<file path="config.mk">
export PLATFORM = sky130hd
export DESIGN_NAME = number_to_speech_word_sequencer
export DESIGN_NICKNAME = d
export VERILOG_FILES = /design/src/ntsw_pkg.sv /design/src/number_to_speech_word_sequencer.sv
export SDC_FILE = /design/constraint.sdc
export NUM_CORES = 1
export LEC_CHECK = 0
export CAP_MARGIN = 40
export CELL_PAD_IN_SITES_DETAIL_PLACEMENT = 0
export CELL_PAD_IN_SITES_GLOBAL_PLACEMENT = 1
export CORE_UTILIZATION = 42
export CTS_CLUSTER_DIAMETER = 80
export CTS_CLUSTER_SIZE = 28
export DETAILED_ROUTE_END_ITERATION = 10
export DONT_BUFFER_PORTS = 1
export GPL_ROUTABILITY_DRIVEN = 0
export PLACE_DENSITY_LB_ADDON = 0.1
export REMOVE_ABC_BUFFERS = 1
export SLEW_MARGIN = 15
export SYNTH_ARGS = -nofsm -noshare
export SYNTH_HDL_FRONTEND = slang
export SYNTH_SLANG_ARGS = --single-unit
</file>
<file path="constraint.sdc">
create_clock -name i_clk -period 2.9 [get_ports i_clk]
set_input_delay 0.29 -clock i_clk [delete_from_list [all_inputs] [get_ports i_clk]]
set_output_delay 0.29 -clock i_clk [all_outputs]
set_load 0.1 [all_outputs]
</file>
<file path="src/ntsw_pkg.sv">
// ----------------------------------------------------------------------------
// ntsw_pkg
// shared types, word codes and word list builder for the number to speech
// word sequencer
// ----------------------------------------------------------------------------
`default_nettype none

package ntsw_pkg;

    localparam int MAX_WORDS = 7;

    // speech dictionary word codes
    localparam logic [7:0] W_ZERO     = 8'd31;
    localparam logic [7:0] W_TEEN0    = 8'd10;
    localparam logic [7:0] W_TENS0    = 8'd18;
    localparam logic [7:0] W_HUNDRED  = 8'd28;
    localparam logic [7:0] W_THOUSAND = 8'd29;
    localparam logic [7:0] W_AND      = 8'd60;

    localparam logic [3:0] DIGIT_MAX  = 4'd9;

    // digit counts with a meaning of their own
    localparam logic [2:0] CNT_ONE   = 3'd1;
    localparam logic [2:0] CNT_TWO   = 3'd2;
    localparam logic [2:0] CNT_THREE = 3'd3;
    localparam logic [2:0] CNT_FOUR  = 3'd4;

    typedef logic [MAX_WORDS-1:0][7:0] t_words;

    typedef struct packed {
        t_words     words;
        logic [2:0] count;
        logic       silent;
    } t_word_list;

    function automatic logic [3:0] sat_digit(input logic [3:0] d);
        return (d > DIGIT_MAX) ? DIGIT_MAX : d;
    endfunction

    function automatic t_word_list build_words(
        input logic [2:0] cnt,
        input logic [3:0] th_raw,
        input logic [3:0] hu_raw,
        input logic [3:0] te_raw,
        input logic [3:0] un_raw
    );
        t_word_list res;
        logic [2:0] n;
        logic [3:0] th;
        logic [3:0] hu;
        logic [3:0] te;
        logic [3:0] un;
        th = sat_digit(th_raw);
        hu = sat_digit(hu_raw);
        te = sat_digit(te_raw);
        un = sat_digit(un_raw);
        res.words  = '0;
        res.silent = 1'b0;
        n = 3'd0;
        if (cnt == CNT_ONE) begin
            res.words[n] = (un == 4'd0) ? W_ZERO : {4'd0, un};
            n = n + 3'd1;
        end else if (cnt == CNT_TWO || cnt == CNT_THREE || cnt == CNT_FOUR) begin
            if (cnt == CNT_FOUR && th != 4'd0) begin
                res.words[n] = {4'd0, th};
                n = n + 3'd1;
                res.words[n] = W_THOUSAND;
                n = n + 3'd1;
            end
            if ((cnt == CNT_THREE || cnt == CNT_FOUR) && hu != 4'd0) begin
                res.words[n] = {4'd0, hu};
                n = n + 3'd1;
                res.words[n] = W_HUNDRED;
                n = n + 3'd1;
                res.words[n] = W_AND;
                n = n + 3'd1;
            end
            if (te == 4'd1) begin
                res.words[n] = W_TEEN0 + {4'd0, un};
                n = n + 3'd1;
            end else begin
                if (te != 4'd0) begin
                    res.words[n] = W_TENS0 + {4'd0, te};
                    n = n + 3'd1;
                end
                if (un != 4'd0) begin
                    res.words[n] = {4'd0, un};
                    n = n + 3'd1;
                end
            end
        end
        if (n == 3'd0) begin
            res.silent = 1'b1;
            res.count  = 3'd1;
        end else begin
            res.count = n;
        end
        return res;
    endfunction

endpackage

`default_nettype wire

</file>
<file path="src/number_to_speech_word_sequencer.sv">
// ----------------------------------------------------------------------------
// number_to_speech_word_sequencer
// turns a decimal number of one to four digits into the speech dictionary
// words that say it, one word per handshake
// ----------------------------------------------------------------------------
//
//  channel | direction | handshake          | payload
//  --------+-----------+--------------------+----------------------------------
//  number  | in        | i_valid / o_stall  | i_digit_count, i_digit_thousands,
//          |           |                    | i_digit_hundreds, i_digit_tens,
//          |           |                    | i_digit_units
//  word    | out       | o_valid / i_stall  | o_word_index, o_silent, o_last
//
//  a number is held in the input register, decoded into its full word list in
//  one pass and loaded into the word buffer, which shifts out one word a
//  cycle while i_stall is low; one number gives 1 to 7 words
//  an accepted number passes the input register, then the word buffer
//  the next number is decoded while the last word of this one is delivered,
//  so single-word numbers stream at one per cycle while i_stall is low
//  reset (synchronous, active low) empties both stages; a stalled word holds
//
`default_nettype none

module number_to_speech_word_sequencer (
    input  wire logic                    i_clk,
    input  wire logic                    i_rst_n,
    // number channel
    input  wire logic                    i_valid,
    output      logic                    o_stall,
    input  wire logic [2:0]              i_digit_count,
    input  wire logic [3:0]              i_digit_thousands,
    input  wire logic [3:0]              i_digit_hundreds,
    input  wire logic [3:0]              i_digit_tens,
    input  wire logic [3:0]              i_digit_units,
    // word channel
    output      logic                    o_valid,
    input  wire logic                    i_stall,
    output      logic [7:0]              o_word_index,
    output      logic                    o_silent,
    output      logic                    o_last
);
    import ntsw_pkg::*;

    // input register
    logic       r_in_valid;
    logic [2:0] r_cnt;
    logic [3:0] r_th;
    logic [3:0] r_hu;
    logic [3:0] r_te;
    logic [3:0] r_un;

    // word buffer, slot 0 drives the output
    logic       r_out_valid;
    t_words     r_words;
    logic [2:0] r_left;
    logic       r_silent;

    t_word_list n_list;
    logic       out_take;
    logic       buf_load;
    logic       in_take;

    // decode of the held number
    assign n_list = build_words(r_cnt, r_th, r_hu, r_te, r_un);

    assign out_take = r_out_valid && !i_stall;
    // buffer is free when empty or its last word leaves this cycle
    assign buf_load = r_in_valid && (!r_out_valid || (out_take && r_left == 3'd1));
    // input register frees when empty or handing its number to the buffer
    assign o_stall  = r_in_valid && !buf_load;
    assign in_take  = i_valid && !o_stall;

    always_ff @(posedge i_clk) begin
        if (!i_rst_n) begin
            r_in_valid <= 1'b0;
        end else if (in_take) begin
            r_in_valid <= 1'b1;
        end else if (buf_load) begin
            r_in_valid <= 1'b0;
        end
    end

    always_ff @(posedge i_clk) begin
        if (in_take) begin
            r_cnt <= i_digit_count;
            r_th  <= i_digit_thousands;
            r_hu  <= i_digit_hundreds;
            r_te  <= i_digit_tens;
            r_un  <= i_digit_units;
        end
    end

    always_ff @(posedge i_clk) begin
        if (!i_rst_n) begin
            r_out_valid <= 1'b0;
            r_left      <= 3'd0;
        end else if (buf_load) begin
            r_out_valid <= 1'b1;
            r_left      <= n_list.count;
        end else if (out_take) begin
            r_out_valid <= (r_left != 3'd1);
            r_left      <= r_left - 3'd1;
        end
    end

    always_ff @(posedge i_clk) begin
        if (buf_load) begin
            r_words  <= n_list.words;
            r_silent <= n_list.silent;
        end else if (out_take) begin
            // shift the next word into slot 0
            r_words  <= {8'd0, r_words[MAX_WORDS-1:1]};
        end
    end

    assign o_valid      = r_out_valid;
    assign o_word_index = r_words[0];
    assign o_silent     = r_silent;
    assign o_last       = (r_left == 3'd1);

    // a live buffer always has a word left
    a_left_nonzero: assert property (@(posedge i_clk) disable iff (!i_rst_n)
        r_out_valid |-> r_left != 3'd0)
        else $error("word buffer valid with no words left");

    // a silent result is the only result of its number and carries no word
    a_silent_last: assert property (@(posedge i_clk) disable iff (!i_rst_n)
        o_valid && o_silent |-> o_last && o_word_index == 8'd0)
        else $error("silent result not alone");

    // spoken words never have index zero
    a_word_nonzero: assert property (@(posedge i_clk) disable iff (!i_rst_n)
        o_valid && !o_silent |-> o_word_index != 8'd0)
        else $error("empty word emitted");

    // a number is never cut short: after a taken word that is not last, more follow
    a_no_cut: assert property (@(posedge i_clk) disable iff (!i_rst_n)
        o_valid && !i_stall && !o_last |=> o_valid)
        else $error("word sequence cut short");

endmodule

`default_nettype wire

</file>
==> metrics.md, run 1 <==
| Metric | Value |
|---|---|
| P_leak | `~1.9 nW` |
| Fin cells | `around 630` |
| Share of cells above drive strength 1 | `18.1%` |
| Final setup fails | `0` |
| Netlist cell types | `75` |
| Hpwl dp | `9.80 mm` |
| Post-synth top area share | `around 42%` |
| Synth Register Bits | `between 60 and 70` |
| Starting Density | `43.0%` |
| Deepest clock path buffer count | `2` |
| Total CTS buffers | `9` |
| Reg clk slew, reported paths | `0.08 ns` |
| Final Power | `roughly 2.7 mW` |
| Synth top area cells | `edfxtp_1, nand2_1, o21ai_0` |
| Final clock skew | `approximately 0.0094 ns` |
| Top_reg_cell synth | `edfxtp_1` |
| CTS Hold Bufs | `0` |
| Port buffer count | `0` |
| Cell taking the most area after synthesis | `edfxtp_1` |
| Die W | `approximately 100 um` |
| ANT nets after route | `0` |
| Root buffer cell | `clkbuf_8` |
| Max Fanout on Critical Path | `3` |
| CP required | `around 3.1 ns` |
| Crit path capture type | `flip-flop` |
| Largest net degree at the start of global routing | `46` |
| Clock Latency Late Sink | `0.36 ns` |
| Diodes inserted | `0` |
| Die Height | `about 100 um` |
| Via count | `just under 4000` |
| Slew HR | `about two fifths` |
| HP Class | `input port to flip-flop` |
| Ys async rst share | `0%` |
| Max Transition Viols Final | `0` |
| CTS tree | `built` |
| Area growth, synth to finish | `14.5%` |
| Initial drt markers | `between 300 and 400` |
| # DRC | `0` |
| Arrival @ worst endpoint | `2.99 ns` |
| Fin crit share | `95.6%` |
| Core area | `0.0103 sq mm` |
| Crit Path Class | `flip-flop to flip-flop` |
| Pwr dens | `536 mW/mm^2` |
| Seq/Total Area, Yosys | `~44%` |
| Worst VDD drop | `between 0.0002 and 0.0003 V` |
| Max-Cap Viols | `0` |
| Io pins | `35` |
| EDFF count, synth | `62` |
| CP Launch Type | `flip-flop` |
| Grt total ovfl | `0` |
| Final nets | `520` |
| Via-per-instance ratio | `around 6.3` |
| Slew @ Worst Pin | `around 0.89 ns` |
| CTS sink cnt | `67` |
| H-tree depth | `3` |
| RSZ-0062 raised after global routing | `true` |
| Status | `completed` |
| Placed Instances | `just over 600` |
| Total GRT Usage | `25.7%` |
| Rows | `37` |
| Final Core Density | `49.3%` |
| Total Wirelength | `between 10 and 15 mm` |
| Drt first pass iters | `6` |
| Number of global-route vias before repair | `between 3000 and 4000` |
| Initial antenna violation count | `0` |
| Wire per inst | `21.7 um` |
| Min Tclk post-route | `about 2.8 ns` |
| Post-Syn Instances | `about 470` |
| Yosys warns | `0` |
| First-pass GRT wire length | `21.2 mm` |
| Syn avg cell area | `between 9 and 10 sq um` |
| Max Clock Freq | `~360 MHz` |
| Die Area | `0.0109 sq mm` |
| Post-Syn Area | `around 0.0044 sq mm` |
| Final number of hold-violating endpoints | `0` |
[cell type report]
type	instances	area, sq um
fillers	1009	5210
multi-input cells	341	2230
flip-flops and latches	67	1960
repair buffers	52	428
well taps	136	170
clock buffers	9	124
clock inverters	7	92.6
inverters	15	58.8
[placed cells by master, fill, tap and decap left out, types with 3 or more instances in the layout]
cell,synthesis,routed
nand2_1,51,51
nor3_1,7,7
a32o_1,5,5
a22oi_1,5,5
nor2_1,29,29
a21oi_1,32,32
o21ai_0,36,35
o21a_1,6,6
inv_1,12,12
mux2i_1,9,9
clkbuf_8,0,9
nand3_1,11,11
a221oi_1,3,3
a21o_1,5,5
a32oi_1,4,4
or2_2,3,3
edfxtp_1,62,62
ha_1,11,9
and2_1,6,6
o31ai_1,3,3
a31oi_1,7,7
o221ai_1,5,5
o211ai_1,5,5
nor4_1,4,4
xnor2_1,5,5
nand2b_1,5,4
o2111ai_1,3,3
buf_12,0,3
nor2b_1,6,5
buf_4,9,49
a22o_1,5,5
o21ai_1,5,6
or4_1,4,3
and3_1,9,9
a211oi_1,5,5
o41ai_1,3,3
dfxtp_1,5,5
[critical path: stages, from the launching register on]
cell	delay, ns
edfxtp_1	0.43
or4_4	0.54
nand2_1	0.12
inv_1	0.09
ha_4	0.23
xnor2_1	0.13
ha_1	0.35
a2111oi_4	0.40
buf_4	0.18
o22ai_2	0.07
nor2_1	0.12
[state kept, by name (all words and copies together) (netlist names)]
name,count
r_in_valid,1
r_th,4
o_valid,1
r_te,4
o_word_index,6
r_left,3
r_hu,4
r_words,36
r_cnt,3
r_un,4
o_silent,1
[worst paths after layout]
check,start,end,slack (ns),depth (start not counted)
min,i_digit_tens[3],r_te[3],0.03,0
max reg2reg,r_th[2],o_silent,0.13,10
max,r_th[2],o_silent,0.13,10
min reg2reg,r_words[36],r_words[28],0.52,2
[cell families after synthesis]
kind of cell	Yosys count	synth area share, %
buffers and inverters	58	6.39
other	1	0.0848
XOR/XNOR	7	1.39
AO/OA/AOI/OAI	162	25.6
adder cells (fa/ha/maj)	11	3.11
AND/OR/NAND/NOR	150	17.0
flip-flops	67	44.4
multiplexers	9	2.04
[where the power goes]
part | switching (mW) | internal (mW) | total (mW)
sequential | 0.0986 | 1.15 | 1.25
combinational | 0.368 | 0.217 | 0.585
clock | 0.398 | 0.481 | 0.879
[metal layers]
layer	track usage (%)	wire length, um	vias to the layer above
li1	-	-	1810
met1	35.4	6060	1910
met2	39.3	6150	182
met3	5.30	935	36
met4	10.8	474	0
met5	0	0	-
[synth_stat cells, drive strengths merged, types with 3 or more instances]
| master | count |
|---|---|
| a2111oi | 3 |
| a211oi | 5 |
| a21o | 5 |
| a21oi | 33 |
| a221oi | 3 |
| a22o | 5 |
| a22oi | 5 |
| a31oi | 7 |
| a32o | 5 |
| a32oi | 4 |
| and2 | 7 |
| and3 | 9 |
| buf | 23 |
| clkbuf | 20 |
| dfxtp | 5 |
| edfxtp | 62 |
| ha | 11 |
| inv | 14 |
| mux2i | 9 |
| nand2 | 51 |
| nand2b | 5 |
| nand3 | 11 |
| nor2 | 29 |
| nor2b | 6 |
| nor3 | 8 |
| nor4 | 4 |
| o2111ai | 4 |
| o211ai | 6 |
| o21a | 6 |
| o21ai | 41 |
| o221ai | 5 |
| o22ai | 3 |
| o31ai | 4 |
| o41ai | 3 |
| or2 | 3 |
| or4 | 4 |
| xnor2 | 5 |
[repair_timing]
item | 4_1_cts | 5_1_grt
setup buffers | 0 | 3
endpoints found under the setup margin | 3 | 14
pin swaps | 0 | 4
gates resized for setup | 1 | 6
endpoints found under the hold margin | 0 | 0
[metrics by stage]
stage	TNS [ns]	hold slack (ns)	cell area, sq um	setup slack [ns]
2_1_floorplan	-14.51	0.389	4200	-0.302
3_3_place_gp	-0.0116	0.389	4770	-0.0116
3_5_place_dp	-0.0689	0.389	4770	-0.0363
4_1_cts	0	0.00716	4990	0.0828
5_1_grt	-0.00872	0.00439	5060	-0.00872
6_report	0	0.0267	5060	0.129
Power figures use the tool's default switching activity.
==> run 2: changes to the inputs <==
- clock period: 2.9 -> 3.51 ns (I/O delays scaled with it)
==> run 2 against run 1 <==
- die area unchanged
- first-iteration DRC count up 4.7%
- core utilization down 2.1 points
- register-to-register slack better by 0.17 ns
- critical path type unchanged
- critical endpoint unchanged
==> metrics.md, run 2 (synthesis results as in run 1) <==
| Metric | Value |
|---|---|
| Status | `completed` |
| Diodes inserted | `0 (unchanged)` |
| Port buffer count | `0 (unchanged)` |
| RSZ-0062 raised after global routing | `false` |
| Max Transition Viols Final | `0 (unchanged)` |
| ANT nets after route | `0 (unchanged)` |
| Root buffer cell | `clkbuf_8` |
| Post-CTS Resized | `0 (-1)` |
| Die W | `105 um (unchanged)` |
| Die Area | `0.0109 sq mm (unchanged)` |
| First-pass GRT wire length | `20.5 mm (-3.4%)` |
| Area growth, synth to finish | `9.56%` |
| Placed Instances | `592 (-2.6%)` |
| Cell family with most CP delay | `compound AO/OA/AOI/OAI gates` |
| Drt first pass iters | `5 (-1)` |
| Slew @ Worst Pin | `0.894 ns (+0.00429 ns)` |
| Clock Latency Late Sink | `0.37 ns (about the same)` |
| Fin crit share | `91.4% (-4.2 points)` |
| Setup Buffers After CTS | `0 (unchanged)` |
| Hpwl dp | `9.57 mm (-2.4%)` |
| CTS Hold Bufs | `0 (unchanged)` |
| Crit path max-delay cell type | `a2111oi_1` |
| Largest Register | `r_words` |
| Register area | `0.00196 sq mm (unchanged)` |
| Most frequent cells in the layout | `edfxtp_1, nand2_1, o21ai_0` |
| Via-per-instance ratio | `6.29 (about the same)` |
| Final clock skew | `0.0138 ns (+0.00442 ns)` |
| Die Height | `105 um (unchanged)` |
| Arrival @ worst endpoint | `3.43 ns (+0.44 ns)` |
| CTS tree | `built` |
| Wire per inst | `21.9 um (+0.64%)` |
| Setup TNS | `0 ns (unchanged)` |
| Fillers | `1024 (+1.5%)` |
| Worst-path cell chain | `or3b_1 -> a21oi_4 -> ha_1 -> xnor2_1 -> ha_1 -> a2111oi_1 -> o22ai_1 -> nor2_1` |
| Pwr dens | `439 mW/mm^2 (-18%)` |
| Placed instance area | `0.00465 sq mm (-2.5%)` |
| HP Class | `input port to flip-flop` |
| Commonest non-fill, non-tap cell in the layout | `edfxtp_1` |
| Final Power | `2.13 mW (-22%)` |
| Deepest clock path buffer count | `2 (unchanged)` |
| Total Wirelength | `13.3 mm (-2.4%)` |
| Final number of hold-violating endpoints | `0 (unchanged)` |
| Buf/Inv on CP | `0 (-2)` |
| Starting Density | `43.0% (unchanged)` |
| Crit path capture type | `flip-flop` |
| Max reg flops | `36 (unchanged)` |
| Initial antenna violation count | `0 (unchanged)` |
| Total GRT Usage | `25.2% (-0.56 points)` |
| Crit-path most repeated cell | `ha_1` |
| Fin cells | `608 (-3.0%)` |
| CP required | `3.73 ns (+0.61 ns)` |
| Share of cells above drive strength 1 | `14.0% (-4.1 points)` |
| Grt total ovfl | `0 (unchanged)` |
| Number of global-route vias before repair | `3603 (-3.5%)` |
| P_leak | `1.76 nW (-5.7%)` |
| Total CTS buffers | `9 (unchanged)` |
| Max stage delay on crit path | `0.66 ns (+0.12 ns)` |
| Finished Cell Area | `0.00485 sq mm (-4.3%)` |
| Rows | `37 (unchanged)` |
| Min Tclk post-route | `3.21 ns (+0.436 ns)` |
| Initial drt markers | `337 (+4.7%)` |
| CTS sink cnt | `67 (unchanged)` |
| Max Fanout on Critical Path | `9 (+6)` |
| Via count | `3822 (-2.9%)` |
| Io pins | `35 (unchanged)` |
| Max Clock Freq | `312 MHz (-14%)` |
| CP Launch Type | `flip-flop` |
| Reg clk slew, reported paths | `0.08 ns (about the same)` |
| # DRC | `0 (unchanged)` |
| Largest net degree at the start of global routing | `46 (unchanged)` |
| H-tree depth | `3 (unchanged)` |
| Final nets | `501 (-3.7%)` |
| Crit Path Class | `flip-flop to flip-flop` |
| Final setup fails | `0 (unchanged)` |
| Worst VDD drop | `0.000240 V (-5.8%)` |
| Area of the multi-input gates | `0.00219 sq mm (-1.9%)` |
| Max-Cap Viols | `0 (unchanged)` |
| Slew HR | `40.5% (-0.29 points)` |
| Core area | `0.0103 sq mm (unchanged)` |
[run 2: per-stage QoR]
stage | util (%) | setup slack (ns) | hold slack [ns]
after floorplan | - | 0.308 | 0.450
after global placement | 45.0 | 0.457 | 0.450
after detailed placement | 45.3 | 0.410 | 0.450
after CTS | 47.2 | 0.397 | 0.0581
after global routing | 47.2 | 0.117 | 0.0600
final | 47.2 | 0.302 | 0.0701
[run 2: layout make-up]
type                            instances  share of cell area, %
Sequential cell                        67                   40.5
Timing Repair Buffer                   33                   5.68
Clock buffer                            9                   2.56
Multi-Input combinational cell        341                   45.1
Inverter                               15                   1.21
Tap cell                              136                   3.51
Clock inverter                          7                   1.42
[run 2: path summary, 6_finish.rpt]
path | depth (start not counted) | start | slack (ns) | to
worst max-delay path | 8 | r_cnt[1] | 0.30 | o_silent
worst min-delay path | 0 | i_digit_tens[0] | 0.07 | r_te[0]
worst max register to register | 8 | r_cnt[1] | 0.30 | o_silent
worst min register to register | 2 | r_words[36] | 0.52 | r_words[28]
[run 2: power breakdown]
group / total (mW) / internal, mW / leakage [nW] / switching, mW
Sequential: 1.04 / 0.954 / 0.638 / 0.0877
Combinational: 0.436 / 0.150 / 1.03 / 0.286
Clock: 0.648 / 0.325 / 0.0950 / 0.323
[run 2: routing by layer]
layer	vias up	GRT usage, %	routed length [um]
li1	1771	-	-
met1	1804	33.2	5870
met2	200	37.5	5850
met3	47	5.43	1010
met4	0	15.7	552
met5	-	0	0
==> run 3: changes to the inputs <==
- ABC_AREA: unset -> 1
==> run 3 against run 2 <==
- combinational power fell by 5.5%
- largest cell class unchanged
- core utilization is 0.72 points lower
- maximum frequency is 4.3% higher
- non-clock buffer count fell by 25
- power down 2.9%
- global-route usage shrank 1.1 points
- worst setup slack improved by 0.13 ns
- first-iteration DRC count is 16% higher
- die area is 1.8% lower
- area after synthesis down 1.8%
- sequential cell count is the same
- final cell count increased by 8.7%
==> metrics.md, run 3 <==
| Metric | Value |
|---|---|
| Status | `completed` |
| Initial drt markers | `392 (+16%)` |
| Port buffer count | `0 (unchanged)` |
| Post-synth top area share | `42.9% (+0.76 points)` |
| Reg clk slew, reported paths | `0.07 ns (about the same)` |
| CTS sink cnt | `67 (unchanged)` |
| Most frequent cells in the layout | `nand2_1, edfxtp_1, inv_1` |
| Crit path capture type | `flip-flop` |
| Crit path max-delay cell type | `edfxtp_1` |
| Diodes inserted | `0 (unchanged)` |
| Wire per inst | `18.7 um (-14%)` |
| Min Tclk post-route | `3.08 ns (-0.131 ns)` |
| Number of global-route vias before repair | `3466 (-3.8%)` |
| CTS Hold Bufs | `0 (unchanged)` |
| Final setup fails | `0 (unchanged)` |
| Cell family with most CP delay | `simple AND/OR/NAND/NOR gates` |
| Final clock skew | `0.0169 ns (+0.00316 ns)` |
| Total GRT Usage | `24.0% (-1.1 points)` |
| Ys async rst share | `0% (unchanged)` |
| Total CTS buffers | `9 (unchanged)` |
| Die Area | `0.0108 sq mm (-1.8%)` |
| List of most frequent post-synthesis cells | `nand2_1, edfxtp_1, inv_1` |
| Final number of hold-violating endpoints | `0 (unchanged)` |
| P_leak | `1.93 nW (+9.4%)` |
| Max Transition Viols Final | `0 (unchanged)` |
| First-pass GRT wire length | `19.5 mm (-4.8%)` |
| HP Class | `input port to flip-flop` |
| HP Start | `i_digit_count[2]` |
| Most common cell in the netlist | `nand2_1` |
| Yosys warns | `0 (unchanged)` |
| Synth Register Bits | `67 (unchanged)` |
| RSZ-0062 raised after global routing | `false` |
| Post-Syn Instances | `531 (+14%)` |
| Setup Buffers After CTS | `0 (unchanged)` |
| Netlist cell types | `46 (-39%)` |
| Max stage delay on crit path | `0.42 ns (-0.24 ns)` |
| CP required | `3.80 ns (+0.07 ns)` |
| Reg2reg path depth | `19 (+11)` |
| Drt first pass iters | `5 (unchanged)` |
| Hold depth | `0 (unchanged)` |
| Max Clock Freq | `325 MHz (+4.3%)` |
| Pwr dens | `448 mW/mm^2 (+2.3%)` |
| Worst VDD drop | `0.000211 V (-12%)` |
| Final Power | `2.06 mW (-2.9%)` |
| # DRC | `0 (unchanged)` |
| Synth top area cells | `edfxtp_1, nand2_1, o21ai_0` |
| Largest net degree at the start of global routing | `43 (-6.5%)` |
| Deepest clock path buffer count | `2 (unchanged)` |
| R2R Setup Slk | `0.43 ns (+0.13 ns)` |
| Hold slack final | `0.0893 ns (+0.0192 ns)` |
| Fillers | `1031 (+0.68%)` |
| EDFF count, synth | `62 (unchanged)` |
| Syn avg cell area | `8.18 sq um (-14%)` |
| Crit-path most repeated cell | `nand2_1` |
| Hpwl dp | `9.15 mm (-4.4%)` |
| Grt total ovfl | `0 (unchanged)` |
| Worst-path cell chain | `inv_1 -> nand3_2 -> nand2_8 -> inv_2 -> ha_1 -> inv_1 -> nand3_1 -> nand3_1 -> nand2_1 -> inv_2 -> ha_1 -> nand2_1 -> nand3_1 -> nand2_1 -> o21ai_0 -> nand2_1 -> nand3_1 -> nand2_1 -> a21oi_2` |
| Largest Register | `r_words` |
| ANT nets after route | `0 (unchanged)` |
| Arrival @ worst endpoint | `3.37 ns (-0.06 ns)` |
| Slew HR | `41.0% (+0.48 points)` |
| Setup TNS | `0 ns (unchanged)` |
| Post-CTS Resized | `0 (unchanged)` |
| Seq/Total Area, Yosys | `45.2% (+0.80 points)` |
| FF-to-FF End | `r_left[0]` |
| Commonest non-fill, non-tap cell in the layout | `nand2_1` |
| CTS tree | `built` |
| Root buffer cell | `clkbuf_8` |
| Die W | `104 um (-0.88%)` |
| Crit Path Class | `flip-flop to flip-flop` |
| Post-Syn Area | `0.00434 sq mm (-1.8%)` |
| Cell taking the most area after synthesis | `edfxtp_1` |
| Fin crit share | `87.6% (-3.7 points)` |
| Crit Reg-Reg Startpoint | `r_hu[3]` |
| Initial antenna violation count | `0 (unchanged)` |
| Pre-CTS setup slack | `0.458 ns (+0.0488 ns)` |
| Max Fanout on Critical Path | `9 (unchanged)` |
| Io pins | `35 (unchanged)` |
| Core area | `0.00991 sq mm (-3.6%)` |
| Slew @ Worst Pin | `0.887 ns (-0.00727 ns)` |
| Hold EP | `r_cnt[2]` |
| Max-Cap Viols | `0 (unchanged)` |
| Setup ws final | `0.434 ns (+0.131 ns)` |
| Clock Latency Late Sink | `0.36 ns (about the same)` |
| Die Height | `104 um (-0.88%)` |
| Via-per-instance ratio | `5.63 (-10%)` |
| Share of cells above drive strength 1 | `10.2% (-3.8 points)` |
| Max reg flops | `36 (unchanged)` |
| Area growth, synth to finish | `5.90%` |
| Via count | `3721 (-2.6%)` |
| Buf/Inv on CP | `4 (+4)` |
| Final Core Density | `46.4% (-0.72 points)` |
| Rows | `36 (-2.7%)` |
| CP Launch Type | `flip-flop` |
| Total Wirelength | `12.4 mm (-6.9%)` |
| H-tree depth | `3 (unchanged)` |
| Final nets | `560 (+12%)` |
| Starting Density | `43.8% (+0.80 points)` |
| Top_reg_cell synth | `edfxtp_1` |
## run 3: layout make-up
cell class | instances | area (sq um) | share of cell area [%]
Clock buffer | 9 | 124 | 2.69
Clock inverter | 4 | 45.0 | 0.979
Inverter | 66 | 253 | 5.49
Multi-Input combinational cell | 374 | 1990 | 43.3
Sequential cell | 67 | 1960 | 42.6
Tap cell | 133 | 166 | 3.62
Timing Repair Buffer | 8 | 60.1 | 1.31
## run 3: where the power goes
group,switching [mW],internal [mW]
sequential,0.0825,0.961
clock,0.297,0.311
combinational,0.302,0.110
total,0.682,1.38
## run 3: worst reg2reg max path, stage by stage, from the launching register on
cell and delay [ns]:
edfxtp_1 0.42, inv_1 0.16, nand3_2 0.18, nand2_8 0.16
inv_2 0.09, ha_1 0.35, inv_1 0.15, nand3_1 0.11
nand3_1 0.11, nand2_1 0.11, inv_2 0.10, ha_1 0.14
nand2_1 0.06, nand3_1 0.11, nand2_1 0.05, o21ai_0 0.33
nand2_1 0.13, nand3_1 0.09, nand2_1 0.07, a21oi_2 0.10
## run 3: worst max-delay path by stage
stage,start,end,cells after the start
3_5_place_dp,r_hu[3],r_left[0],19
5_1_grt,r_cnt[1],r_left[0],20
4_1_cts,r_cnt[1],r_left[0],20
6_report,r_hu[3],r_left[0],19
2_1_floorplan,o_valid,o_word_index[0],3
3_3_place_gp,r_cnt[1],r_left[0],20
## run 3: cells by family (layout without fill, tap and decap cells)
kind of cell / after synthesis / count (layout) / synth area share (%)
and+or+nand+nor: 235 / 235 / 25.4
muxes: 1 / 1 / 0.230
other: 1 / 2 / 0.0863
xor gates and xnor gates: 2 / 2 / 0.403
DFF: 67 / 67 / 45.2
AOI/OAI and AO/OA: 123 / 123 / 16.3
buffers and inverters: 91 / 87 / 9.22
adders and majority gates: 11 / 11 / 3.17
## run 3: per-stage QoR
| stage | area (sq um) | std cells |
|---|---|---|
| 3_5_place_dp | 4430 | 648 |
| 5_1_grt | 4600 | 661 |
| 2_1_floorplan | 4200 | 507 |
| 3_3_place_gp | 4430 | 648 |
| 6_report | 4600 | 661 |
| 4_1_cts | 4600 | 661 |
## run 3: per-layer routing
| layer | vias to the layer above | share of wire, % | wire [um] | GRT usage [%] |
|---|---|---|---|---|
| li1 | 1776 | - | - | - |
| met1 | 1734 | 44 | 5450 | 33.5 |
| met2 | 176 | 44 | 5400 | 35.3 |
| met3 | 35 | 8.0 | 993 | 4.78 |
| met4 | 0 | 4.3 | 534 | 12.3 |
| met5 | - | 0 | 0 | 0 |
